[src/sv/keypad_change_event_detector_defines.svh]
// assertion macros shared by the keypad change event detector rtl
// no dependencies; included by modules that carry assertions
`ifndef KEYPAD_CHANGE_EVENT_DETECTOR_DEFINES_SVH
`define KEYPAD_CHANGE_EVENT_DETECTOR_DEFINES_SVH

// condition implies consequence in the same cycle
`define KCED_ASSERT_SAME(label, clk, rst_n, cond, cons) \
  label: assert property (@(posedge clk) disable iff (!rst_n) (cond) |-> (cons)) \
    else $error("kced assertion failed");

// condition implies consequence in the next cycle
`define KCED_ASSERT_NEXT(label, clk, rst_n, cond, cons) \
  label: assert property (@(posedge clk) disable iff (!rst_n) (cond) |=> (cons)) \
    else $error("kced assertion failed");

`endif

[src/sv/kced_pkg.sv]
// shared constants, types and helpers of the keypad change event detector
// no dependencies
`default_nettype none

package kced_pkg;

  localparam int NUM_WORDS   = 5;
  localparam int IN_FIELDS   = 5;
  localparam int WORD_W      = 16;
  localparam int MATRIX_BITS = 15;
  localparam int MATRIX_KEYS = NUM_WORDS * MATRIX_BITS;
  localparam int TOTAL_KEYS  = NUM_WORDS * WORD_W;
  localparam int KEY_W       = 7;
  localparam int BANK_W      = 2;
  localparam int BANK_SIZE   = 25;

  localparam logic [BANK_W-1:0]      BANK_EXTRA = 2'd3;
  localparam logic [BANK_W-1:0]      BANK_CLIP  = 2'd2;
  localparam logic [MATRIX_BITS-1:0] IDLE_RESET = 15'h001F;
  localparam logic [WORD_W-1:0]      MATRIX_MASK = 16'h7FFF;

  typedef enum logic {
    OP_SCAN = 1'b0,
    OP_POP  = 1'b1
  } op_e;

  // per key inputs of one cell
  typedef struct packed {
    logic pressed;
    logic idle_pressed;
    logic suppress;
  } key_in_t;

  // baseline status handed to the key row
  typedef struct packed {
    logic                                   active;
    logic [NUM_WORDS-1:0][MATRIX_BITS-1:0]  bits;
  } base_t;

  // bank of a key index; matrix banks clip at two
  function automatic logic [BANK_W-1:0] key_bank(input logic [KEY_W-1:0] key);
    logic [KEY_W:0] k;
    k = {1'b0, key};
    if (k >= (KEY_W+1)'(MATRIX_KEYS)) begin
      return BANK_EXTRA;
    end else if (k >= (KEY_W+1)'(2 * BANK_SIZE)) begin
      return BANK_CLIP;
    end else if (k >= (KEY_W+1)'(BANK_SIZE)) begin
      return 2'd1;
    end else begin
      return 2'd0;
    end
  endfunction

endpackage

`default_nettype wire

[src/sv/kced_key_cell.sv]
// one key of the change detector row: last state bit and first-change chain link
// depends on kced_pkg
`default_nettype none

module kced_key_cell (
  input  wire logic             clk_i,
  input  wire logic             rst_ni,
  input  wire logic             scan_i,
  input  wire logic             latch_full_i,
  input  wire kced_pkg::key_in_t key_i,
  input  wire logic             found_i,
  output logic                  found_o,
  output logic                  hit_o,
  output logic                  pressed_o
);
  import kced_pkg::*;

  logic was_down_q, was_down_d;
  logic change;

  // pressed state after baseline suppression
  assign pressed_o = key_i.pressed &
                     ~(key_i.suppress & (key_i.pressed == key_i.idle_pressed));
  assign change    = pressed_o != was_down_q;

  // first change in key order when the latch is empty
  assign hit_o   = change & ~found_i & ~latch_full_i;
  assign found_o = found_i | change;

  // full latch tracks every change, empty latch only the first one
  always_comb begin
    was_down_d = was_down_q;
    if (scan_i && (latch_full_i ? change : hit_o)) begin
      was_down_d = pressed_o;
    end
  end

  always_ff @(posedge clk_i or negedge rst_ni) begin
    if (!rst_ni) begin
      was_down_q <= 1'b0;
    end else begin
      was_down_q <= was_down_d;
    end
  end

endmodule

`default_nettype wire

[src/sv/kced_baseline.sv]
// baseline enable register, idle baseline capture and suppression status
// depends on kced_pkg
`default_nettype none

module kced_baseline (
  input  wire logic                                           clk_i,
  input  wire logic                                           rst_ni,
  input  wire logic                                           cfg_we_i,
  input  wire logic                                           cfg_wdata_i,
  input  wire logic                                           scan_i,
  input  wire logic [kced_pkg::NUM_WORDS-1:0][kced_pkg::WORD_W-1:0] words_i,
  output kced_pkg::base_t                                     base_o
);
  import kced_pkg::*;

  logic                                  enable_q;
  logic                                  captured_q, captured_d;
  logic [NUM_WORDS-1:0][MATRIX_BITS-1:0] idle_q, idle_d;
  logic                                  all_idle;
  logic                                  capture_ok;
  logic [NUM_WORDS-1:0][MATRIX_BITS-1:0] words_low;

  // every matrix bit of the scan released
  always_comb begin
    all_idle = 1'b1;
    for (int i = 0; i < NUM_WORDS; i++) begin
      words_low[i] = words_i[i][MATRIX_BITS-1:0];
      if ((words_i[i] & MATRIX_MASK) != MATRIX_MASK) begin
        all_idle = 1'b0;
      end
    end
  end

  assign capture_ok = enable_q & ~captured_q & all_idle;

  // the capturing scan already compares against its own words
  assign base_o.active = enable_q & (captured_q | capture_ok);
  assign base_o.bits   = capture_ok ? words_low : idle_q;

  // capture next state
  always_comb begin
    captured_d = captured_q;
    idle_d     = idle_q;
    if (scan_i && capture_ok) begin
      captured_d = 1'b1;
      idle_d     = words_low;
    end
  end

  always_ff @(posedge clk_i or negedge rst_ni) begin
    if (!rst_ni) begin
      enable_q   <= 1'b0;
      captured_q <= 1'b0;
      idle_q     <= {NUM_WORDS{IDLE_RESET}};
    end else begin
      if (cfg_we_i) begin
        enable_q <= cfg_wdata_i;
      end
      captured_q <= captured_d;
      idle_q     <= idle_d;
    end
  end

endmodule

`default_nettype wire

[src/sv/keypad_change_event_detector.sv]
// keypad change event detector: one request per cycle; a pop waits while an untaken result is held.
// a scan updates key state and the event latch at its accepting edge.
// a pop result appears on the output register in the cycle after acceptance.
// the first-change search is one row of key cells with a ripple chain.
// reset clears key state, latch, baseline and the enable register at once.
`default_nettype none

`include "keypad_change_event_detector_defines.svh"

module keypad_change_event_detector (
  input  wire logic                          clk_i,
  input  wire logic                          rst_ni,
  input  wire logic                          cfg_we_i,
  input  wire logic                          cfg_wdata_i,
  input  wire logic                          in_valid_i,
  output logic                               in_ready_o,
  input  wire logic                          opcode_i,
  input  wire logic [kced_pkg::WORD_W-1:0]   snap_word0_i,
  input  wire logic [kced_pkg::WORD_W-1:0]   snap_word1_i,
  input  wire logic [kced_pkg::WORD_W-1:0]   snap_word2_i,
  input  wire logic [kced_pkg::WORD_W-1:0]   snap_word3_i,
  input  wire logic [kced_pkg::WORD_W-1:0]   snap_word4_i,
  output logic                               out_valid_o,
  input  wire logic                          out_ready_i,
  output logic                               got_event_o,
  output logic [kced_pkg::BANK_W-1:0]        event_bank_o,
  output logic [kced_pkg::KEY_W-1:0]         key_number_o,
  output logic                               key_down_o
);
  import kced_pkg::*;

  logic [WORD_W-1:0]                 in_words [IN_FIELDS];
  logic [NUM_WORDS-1:0][WORD_W-1:0]  words;
  logic                              fire, scan_fire, pop_fire;
  base_t                             base;
  key_in_t [TOTAL_KEYS-1:0]          key_in;
  logic [TOTAL_KEYS:0]               found;
  logic [TOTAL_KEYS-1:0]             hit, pressed;
  logic [KEY_W-1:0]                  hit_key;
  logic                              hit_down;
  logic                              any_hit;

  logic                              full_q, full_d;
  logic [BANK_W-1:0]                 held_bank_q, held_bank_d;
  logic [KEY_W-1:0]                  held_key_q, held_key_d;
  logic                              held_down_q, held_down_d;
  logic                              out_valid_q, out_valid_d;
  logic                              got_q, got_d;
  logic [BANK_W-1:0]                 bank_q, bank_d;
  logic [KEY_W-1:0]                  key_q, key_d;
  logic                              down_q, down_d;

  // request handshake; scans never touch the output register
  assign in_ready_o = (op_e'(opcode_i) == OP_SCAN) | ~out_valid_q | out_ready_i;
  assign fire       = in_valid_i & in_ready_o;
  assign scan_fire  = fire & (op_e'(opcode_i) == OP_SCAN);
  assign pop_fire   = fire & (op_e'(opcode_i) == OP_POP);

  // snapshot words; words past the input ports read all idle
  assign in_words[0] = snap_word0_i;
  assign in_words[1] = snap_word1_i;
  assign in_words[2] = snap_word2_i;
  assign in_words[3] = snap_word3_i;
  assign in_words[4] = snap_word4_i;

  for (genvar i = 0; i < NUM_WORDS; i++) begin : g_word
    if (i < IN_FIELDS) begin : g_port
      assign words[i] = in_words[i];
    end else begin : g_idle
      assign words[i] = '1;
    end
  end

  kced_baseline u_baseline (
    .clk_i       (clk_i),
    .rst_ni      (rst_ni),
    .cfg_we_i    (cfg_we_i),
    .cfg_wdata_i (cfg_wdata_i),
    .scan_i      (scan_fire),
    .words_i     (words),
    .base_o      (base)
  );

  // row of key cells in key order, matrix keys first
  assign found[0] = 1'b0;

  for (genvar k = 0; k < TOTAL_KEYS; k++) begin : g_key
    if (k < MATRIX_KEYS) begin : g_matrix
      localparam int W = k / MATRIX_BITS;
      localparam int B = k % MATRIX_BITS;
      assign key_in[k].pressed      = ~words[W][B];
      assign key_in[k].idle_pressed = ~base.bits[W][B];
      assign key_in[k].suppress     = base.active;
    end else begin : g_extra
      localparam int W = k - MATRIX_KEYS;
      assign key_in[k].pressed      = ~words[W][MATRIX_BITS];
      assign key_in[k].idle_pressed = 1'b0;
      assign key_in[k].suppress     = 1'b0;
    end

    kced_key_cell u_cell (
      .clk_i        (clk_i),
      .rst_ni       (rst_ni),
      .scan_i       (scan_fire),
      .latch_full_i (full_q),
      .key_i        (key_in[k]),
      .found_i      (found[k]),
      .found_o      (found[k+1]),
      .hit_o        (hit[k]),
      .pressed_o    (pressed[k])
    );
  end

  // encode the one-hot first change
  always_comb begin
    hit_key  = '0;
    hit_down = 1'b0;
    for (int k = 0; k < TOTAL_KEYS; k++) begin
      hit_key  = hit_key | ({KEY_W{hit[k]}} & KEY_W'(k));
      hit_down = hit_down | (hit[k] & pressed[k]);
    end
  end

  assign any_hit = |hit;

  // event latch
  always_comb begin
    full_d      = full_q;
    held_bank_d = held_bank_q;
    held_key_d  = held_key_q;
    held_down_d = held_down_q;
    if (scan_fire && any_hit) begin
      full_d      = 1'b1;
      held_bank_d = key_bank(hit_key);
      held_key_d  = hit_key;
      held_down_d = hit_down;
    end else if (pop_fire) begin
      full_d = 1'b0;
    end
  end

  // output register
  always_comb begin
    out_valid_d = out_valid_q;
    got_d       = got_q;
    bank_d      = bank_q;
    key_d       = key_q;
    down_d      = down_q;
    if (pop_fire) begin
      out_valid_d = 1'b1;
      got_d       = full_q;
      bank_d      = full_q ? held_bank_q : '0;
      key_d       = full_q ? held_key_q : '0;
      down_d      = full_q & held_down_q;
    end else if (out_ready_i) begin
      out_valid_d = 1'b0;
    end
  end

  always_ff @(posedge clk_i or negedge rst_ni) begin
    if (!rst_ni) begin
      full_q      <= 1'b0;
      held_bank_q <= '0;
      held_key_q  <= '0;
      held_down_q <= 1'b0;
      out_valid_q <= 1'b0;
    end else begin
      full_q      <= full_d;
      held_bank_q <= held_bank_d;
      held_key_q  <= held_key_d;
      held_down_q <= held_down_d;
      out_valid_q <= out_valid_d;
    end
  end

  always_ff @(posedge clk_i) begin
    got_q  <= got_d;
    bank_q <= bank_d;
    key_q  <= key_d;
    down_q <= down_d;
  end

  assign out_valid_o  = out_valid_q;
  assign got_event_o  = got_q;
  assign event_bank_o = bank_q;
  assign key_number_o = key_q;
  assign key_down_o   = down_q;

  // checks
  `KCED_ASSERT_SAME(a_hit_onehot, clk_i, rst_ni, 1'b1, $onehot0(hit))
  `KCED_ASSERT_SAME(a_no_hit_when_full, clk_i, rst_ni, full_q, hit == '0)
  `KCED_ASSERT_NEXT(a_scan_keeps_full, clk_i, rst_ni, scan_fire && full_q, full_q)
  `KCED_ASSERT_NEXT(a_pop_clears, clk_i, rst_ni, pop_fire, !full_q && out_valid_q)
  `KCED_ASSERT_SAME(a_empty_result_zero, clk_i, rst_ni, out_valid_q && !got_q,
                    key_q == '0 && bank_q == '0 && !down_q)

endmodule

`default_nettype wire
[config.mk]
export PLATFORM = sky130hd
export DESIGN_NAME = keypad_change_event_detector
export DESIGN_NICKNAME = d
export VERILOG_FILES = /design/src/sv/kced_pkg.sv /design/src/sv/kced_key_cell.sv /design/src/sv/kced_baseline.sv /design/src/sv/keypad_change_event_detector.sv
export VERILOG_INCLUDE_DIRS = /design/src /design/src/sv
export SDC_FILE = /design/constraint.sdc
export NUM_CORES = 1
export LEC_CHECK = 0
export BUFFER_PORTS_ARGS = -buffer_cell sky130_fd_sc_hd__buf_4
export CAP_MARGIN = 20
export CORE_AREA = 2 2 181 183
export DETAILED_ROUTE_END_ITERATION = 16
export DIE_AREA = 0 0 183 185
export HOLD_SLACK_MARGIN = 0.1
export PLACE_DENSITY = 0.74
export SETUP_SLACK_MARGIN = 0.4
export SYNTH_ARGS = -nofsm -noshare
export SYNTH_HDL_FRONTEND = slang
export SYNTH_SLANG_ARGS = --single-unit
[constraint.sdc]
create_clock -name clk_i -period 3.9 [get_ports clk_i]
set_input_delay 0.585 -clock clk_i [delete_from_list [all_inputs] [get_ports clk_i]]
set_output_delay 0.585 -clock clk_i [all_outputs]
set_load 0.005 [all_outputs]
==> Word-level counts from Yosys, hierarchy flattened <==
Index checks and enable logic that the tools add are counted.
{ "word_totals": {"ff_bits": 180, "in_bits": 87, "elab_cells": 1384, "out_inout_bits": 13} }
{ "op_classes": {"n_eq_ne": 160, "muxes": 93, "n_bitwise": 947, "n_reduce_logical": 85, "magnitude_cmp": 3} }
{ "op_table": {"columns": ["op", "n"], "rows": [
  ["bitwise AND 1 bit", 396],
  ["inverter 1 bit", 313],
  ["OR 6 bit", 31],
  ["OR 1 bit", 160],
  ["OR 7 bit", 15],
  ["2-to-1 mux 1 bit", 90],
  ["logical AND 1 bit", 82],
  ["inequality test 1 bit", 80],
  ["OR reduction 80 bit", 1],
  ["equality test 1 bit", 75],
  ["2-to-1 mux 75 bit", 1],
  ["inequality test 15 bit, second input constant", 5],
  ["OR 5 bit", 15],
  ["OR 4 bit", 7],
  ["OR 3 bit", 3],
  [">= comparator 7 x 5 -> 1 bit, second input constant", 1],
  [">= comparator 7 x 6 -> 1 bit, second input constant", 1],
  [">= comparator 7 bit, second input constant", 1],
  ["OR 6 x 7 -> 7 bit", 1],
  ["OR 5 x 6 -> 6 bit", 1],
  ["OR 4 x 5 -> 5 bit", 1],
  ["2-to-1 mux 2 bit", 2],
  ["OR 3 x 4 -> 4 bit", 1],
  ["nonzero test 2 bit", 2],
  ["3 further kinds", 3]
]} }

==> Longest topological paths before layout <==
{ "logic_depth": {"depth_word": 100, "depth_mapped": 21, "depth_no_buf": 14} }

==> Hierarchy <==
Synthesis repeated with hierarchy kept, for this count alone.
{ "unflattened": {"cells_unflattened": 1277, "area_unflattened_um2": 12854.8} }
{ "by_module_without_submodules": {"columns": ["module", "area_each_um2", "cells_each", "instances", "seq_area_each_um2"], "rows": [
  ["kced_key_cell", 86.3, 8, 80, 25.0],
  ["kced_baseline", 3626.0, 294, 1, 1958.1],
  ["keypad_change_event_detector", 2322.2, 343, 1, 630.6]
]} }

==> Worst setup path before layout <==
OpenSTA, ideal clock, no wires.
{ "synth_path": {"path_kind": "input to register", "from": "input snap_word4_i[7] (netlist bit)", "to": "register held_key_q[1]", "t_required_ns": 3.775, "t_arrival_ns": 4.072, "n_path_buf": 3, "setup_ns": 0.125, "path_stages": 15, "setup_slack_ns": -0.297, "path_cell_list": "nand4_1 > nor4_1 > nand4_2 > buf_6 > buf_6 > o311ai_1 > o2111ai_1 > nor4_4 > nand4_4 > or2_1 > buf_6 > a311oi_4 > a2111oi_4 > a21oi_4 > mux2_2"} }
{ "synth_via": {"elab_chain_len": 93, "word_cells_on_any_way": 853, "classes_between": "eq/ne (151); mux (2); bitwise (698); reduce/logical (2)"} }
{ "synth_rtl": {"columns": ["element", "line", "text"], "rows": [
  ["from (decl)", "keypad_change_event_detector.sv:22", "input wire logic [kced_pkg::WORD_W-1:0] snap_word4_i,"],
  ["inequality test 15 bit", "kced_baseline.sv:28", "if ((words_i[i] & MATRIX_MASK) != MATRIX_MASK) begin"],
  ["2-to-1 mux 1 bit", "kced_baseline.sv:28", null],
  ["bitwise AND 1 bit", "kced_baseline.sv:34", "assign capture_ok = enable_q & ~captured_q & all_idle;"],
  ["2-to-1 mux 75 bit", "kced_baseline.sv:38", "assign base_o.bits = capture_ok ? words_low : idle_q;"],
  ["inverter 1 bit", "keypad_change_event_detector.sv:92", "assign key_in[k].idle_pressed = ~base.bits[W][B];"],
  ["equality test 1 bit", "kced_key_cell.sv:23", "~(key_i.suppress & (key_i.pressed == key_i.idle_pressed));"],
  ["bitwise AND 1 bit", "kced_key_cell.sv:23", null],
  ["inverter 1 bit", "kced_key_cell.sv:23", null],
  ["bitwise AND 1 bit", "kced_key_cell.sv:22", "assign pressed_o = key_i.pressed &"],
  ["inequality test 1 bit", "kced_key_cell.sv:24", "assign change = pressed_o != was_down_q;"],
  ["OR 1 bit (78 in series)", "kced_key_cell.sv:28", "assign found_o = found_i | change;"],
  ["inverter 1 bit", "kced_key_cell.sv:27", "assign hit_o = change & ~found_i & ~latch_full_i;"],
  ["bitwise AND 1 bit (2 in series)", "kced_key_cell.sv:27", null],
  ["OR reduction 80 bit", "keypad_change_event_detector.sv:124", "assign any_hit = |hit;"],
  ["logical AND 1 bit", "keypad_change_event_detector.sv:132", "if (scan_fire && any_hit) begin"],
  ["to (signal assigned)", "keypad_change_event_detector.sv:170", "held_key_q <= held_key_d;"],
  ["to (decl)", "keypad_change_event_detector.sv:45", "logic [KEY_W-1:0] held_key_q, held_key_d;"]
]} }
Parallel ways exist; a longest one is shown, timed or not.
A chain may end at the register's enable or synchronous reset.

==> Worst setup path in the final report <==
{ "layout_path": {"from": "input snap_word1_i[6] (netlist bit)", "to": "register held_bank_q[0]"} }
{ "layout_via": {"elab_chain_len": 99, "word_cells_on_any_way": 862, "classes_between": "order compare (3); eq/ne (151); mux (8); bitwise (698); reduce/logical (2)"} }
{ "layout_rtl": {"columns": ["element", "line", "text"], "rows": [
  ["from (decl)", "keypad_change_event_detector.sv:19", "input wire logic [kced_pkg::WORD_W-1:0] snap_word1_i,"],
  ["inequality test 15 bit", "kced_baseline.sv:28", null],
  ["2-to-1 mux 1 bit (4 in series)", "kced_baseline.sv:28", null],
  ["bitwise AND 1 bit", "kced_baseline.sv:34", null],
  ["2-to-1 mux 75 bit", "kced_baseline.sv:38", null],
  ["inverter 1 bit", "keypad_change_event_detector.sv:92", null],
  ["equality test 1 bit", "kced_key_cell.sv:23", null],
  ["bitwise AND 1 bit", "kced_key_cell.sv:23", null],
  ["inverter 1 bit", "kced_key_cell.sv:23", null],
  ["[68 not listed]", null, null],
  ["OR 6 x 7 -> 7 bit, or another cell as far along", "keypad_change_event_detector.sv:119", "hit_key = hit_key | ({KEY_W{hit[k]}} & KEY_W'(k));"],
  ["OR 7 bit, or another cell as far along (12 in series)", "keypad_change_event_detector.sv:119", null],
  ["OR 7 bit or bitwise AND 1 bit (tied branches) (2 in series)", "keypad_change_event_detector.sv:119, kced_key_cell.sv:27", null],
  ["OR 7 bit", "keypad_change_event_detector.sv:119", null],
  [">= comparator 7 x 5 -> 1 bit", "kced_pkg.sv:48", "end else if (k >= (KEY_W+1)'(BANK_SIZE)) begin"],
  ["2-to-1 mux 1 bit", "kced_pkg.sv:48", null],
  ["2-to-1 mux 2 bit", "kced_pkg.sv:46", "end else if (k >= (KEY_W+1)'(2 * BANK_SIZE)) begin"],
  ["2-to-1 mux 2 bit", "kced_pkg.sv:44", "if (k >= (KEY_W+1)'(MATRIX_KEYS)) begin"],
  ["to (signal assigned)", "keypad_change_event_detector.sv:169", "held_bank_q <= held_bank_d;"],
  ["to (decl)", "keypad_change_event_detector.sv:44", "logic [BANK_W-1:0] held_bank_q, held_bank_d;"]
]} }
Parallel ways exist; a longest one is shown, timed or not.

==> metrics <==
Total GRT Usage 0.340; Cell Area, Placed 18800 um2; ys flop type dfrtp_1; die width 183 um; post-route ant nets 0; Place WS -1020 ps; number of library cell types mapped by synthesis 101; port bufs 99; max_slew headroom 0.200; cts hold-fix bufs 0; antenna violations before repair 1; CORE AREA 32000 um2; outcome finished with violations; Syn Inst Count about 1700; Yosys warnings 0; final instance area 21600 um2; Fin. Hold Viols 0; post-synthesis sequential area ratio 0.323; CP cell instances buf_4, nand4_1, nor4_4, buf_4, nand4_4, buf_4, o311a_4, nor4bb_4, nor3b_4, buf_4, nand4_4, buf_6, nor4_4, buf_4, nor3_4, o2111ai_4, o21ai_2, a21oi_2, o21bai_1, a31oi_1; via/cell ratio roughly 6.1; diodes inserted 0; final clock skew 12.7 ps; Placer Congestion 0.978; die area about 34000 um2; fin crit share 1.10; Critical Path Most Common Cell buf_4; first-pass GRT wire length slightly below 90000 um; syn nets 1827; # DRC 0; most frequent cells in the layout buf_4, nand2b_1, dfrtp_1, nand2_1, a21oi_1; failing checks negative setup slack; crit end category flip-flop; R2R cell count 19; critical path type in2reg; drt first pass iters 5; Die Y 185 um; largest area contributor in the synthesized netlist dfrtp_1; commonest non-fill, non-tap cell in the layout buf_4; fmax about 0.23 GHz; layout cells sized above 1 0.460; Core Util, Final 0.675; DR WL/cell 21.9 um; critical-path maximum fanout 4; setup violators final 35; Period minus WS final about 4300 ps; Hold/Removal Path Class in2async; VDD IR max 0.309 mV; Critical Path RT 4290 ps; Area Growth Syn to Fin 52.1%; slowest CP cell nor4_4; gr ovfl total 0; EDFF count, synth 11; Setup crit start kind primary input; RSZ-0062 raised after global routing yes; Synth Register Bits 180; worst slew pin tran 1200 ps; critical path arrival 4680 ps; # IOs 100; asr flop ratio synth 0.939; leakage 9.90 nW; final setup margin -396 ps; top-area cell type share of the netlist area 0.253; Synth Cell Area 14200 um2; max-cap viol count 0; vias in the first global route ~17000; clock-pin transition on the worst setup and hold timing paths 70 ps; max-slew violations 0; Final #Nets 2363; initial drt markers 1366; Detailed Place HPWL approximately 42000 um; worst-skew pair later-pin latency 470 ps; max incr delay on CP 400 ps; TritonCTS clock tree done; Core Rows between 60 and 70; H-tree depth 4; CTS max path bufs 2; Pwr per Cell Area 412 nW/um2; total number of vias 16500; Avg Cell Area, Syn 8.17 um2; initial core utilization 0.444; Clock Sinks 180; total CTS buffers 17; largest cells by area after synthesis dfrtp_1, nand2b_1, a21oi_1, mux2_2, dfstp_2; largest net degree at the start of global routing just under 80; total length of routed wires 59100 um; CTS root buf clkbuf_16
## power by group
group / total (mW) / internal (mW) / leakage [nW] / switching, mW
Clock: 1.82 / 0.973 / 0.287 / 0.849
Combinational: 4.46 / 2.18 / 7.38 / 2.28
Sequential: 2.63 / 2.24 / 2.23 / 0.392
## worst max-delay path, delay by kind of cell
family	cells	cell delay [ps]
compound gates	6	990
simple gates	8	2050
buf+inv	6	1040
## synthesized netlist by cell type, drive strengths merged, types with 16 or more instances
cell type and count:
a21oi 155, a31oi 16, and2 31, buf 41, clkbuf 47, dfrtp 144, dfstp 25, inv 76
mux2 60, nand2 139, nand2b 174, nand3 72, nand4 34, nor2 116, nor2b 44, nor3 47
nor4 20, o21ai 84, o22ai 28, o311ai 38, or2 79, or3 27
## sequential cells by signal, indices dropped and copies added, names as in the netlist, 2 cells and up
signal,flops
event_bank_o,2
g_key.u_cell.was_down_q,80
held_bank_q,2
held_key_q,7
key_number_o,7
u_baseline.idle_q,75
## final cells by class
class	count	area [um2]
Sequential cell	180	4600
Clock inverter	13	149
Multi-Input combinational cell	1396	10500
Fill cell	2516	10400
Clock buffer	19	443
Inverter	76	293
Tap cell	408	510
Timing Repair Buffer	605	5090
## timing repair
| item | CTS | global route |
|---|---|---|
| endpoints found under the setup margin | 72 | 77 |
| gates cloned | 1 | 1 |
| endpoints found under the hold margin | 0 | 0 |
| pin swaps | 59 | 71 |
| setup buffers | 35 | 43 |
| gates resized for setup | 234 | 152 |
## cell families after synthesis
family / Yosys count / share of synthesized area
compound gates: 456 / 0.223
fa+ha+maj: 15 / 0.0106
simple gates: 852 / 0.338
mux: 62 / 0.0489
buf+inv: 164 / 0.0492
flops: 180 / 0.323
xor+xnor: 11 / 0.00678
## path summary, 6_finish.rpt
check                                                  start                                       to  slack (ps)
max in group asynchronous                             rst_ni        u_baseline.idle_q[64]$_DFFE_PN1P_        2810
max reg2reg                  u_baseline.enable_q$_DFFE_PN0P_               held_bank_q[0]$_DFFE_PN0P_        -340
min in group clk_i                                  cfg_we_i          u_baseline.enable_q$_DFFE_PN0P_         280
min                                                   rst_ni  g_key[19].u_cell.was_down_q$_DFFE_PN0P_         110
min reg2reg                u_baseline.idle_q[50]$_DFFE_PN0P_        u_baseline.idle_q[50]$_DFFE_PN0P_         460
max                                          snap_word1_i[6]               held_bank_q[0]$_DFFE_PN0P_        -400
## metrics by stage
step	power (mW)	hold WS (ps)	cells	TNS [ps]
2_1_floorplan	4.69	289	1740	-794
3_3_place_gp	6.26	442	2585	-39540
3_5_place_dp	6.41	442	2585	-39770
4_1_cts	8.54	151	2653	-1200
5_1_grt	9.31	169	2697	-7580
6_report	8.91	105	2697	-6040
## layer usage
| metal | part of all wire | vias up | global-route usage |
|---|---|---|---|
| li1 | - | 7420 | - |
| met1 | 0.39 | 8033 | 0.411 |
| met2 | 0.48 | 807 | 0.576 |
| met3 | 0.062 | 257 | 0.0462 |
| met4 | 0.066 | 2 | 0.211 |
| met5 | 0.00022 | - | 0 |
Note: power is estimated with default switching activity, not from simulation.
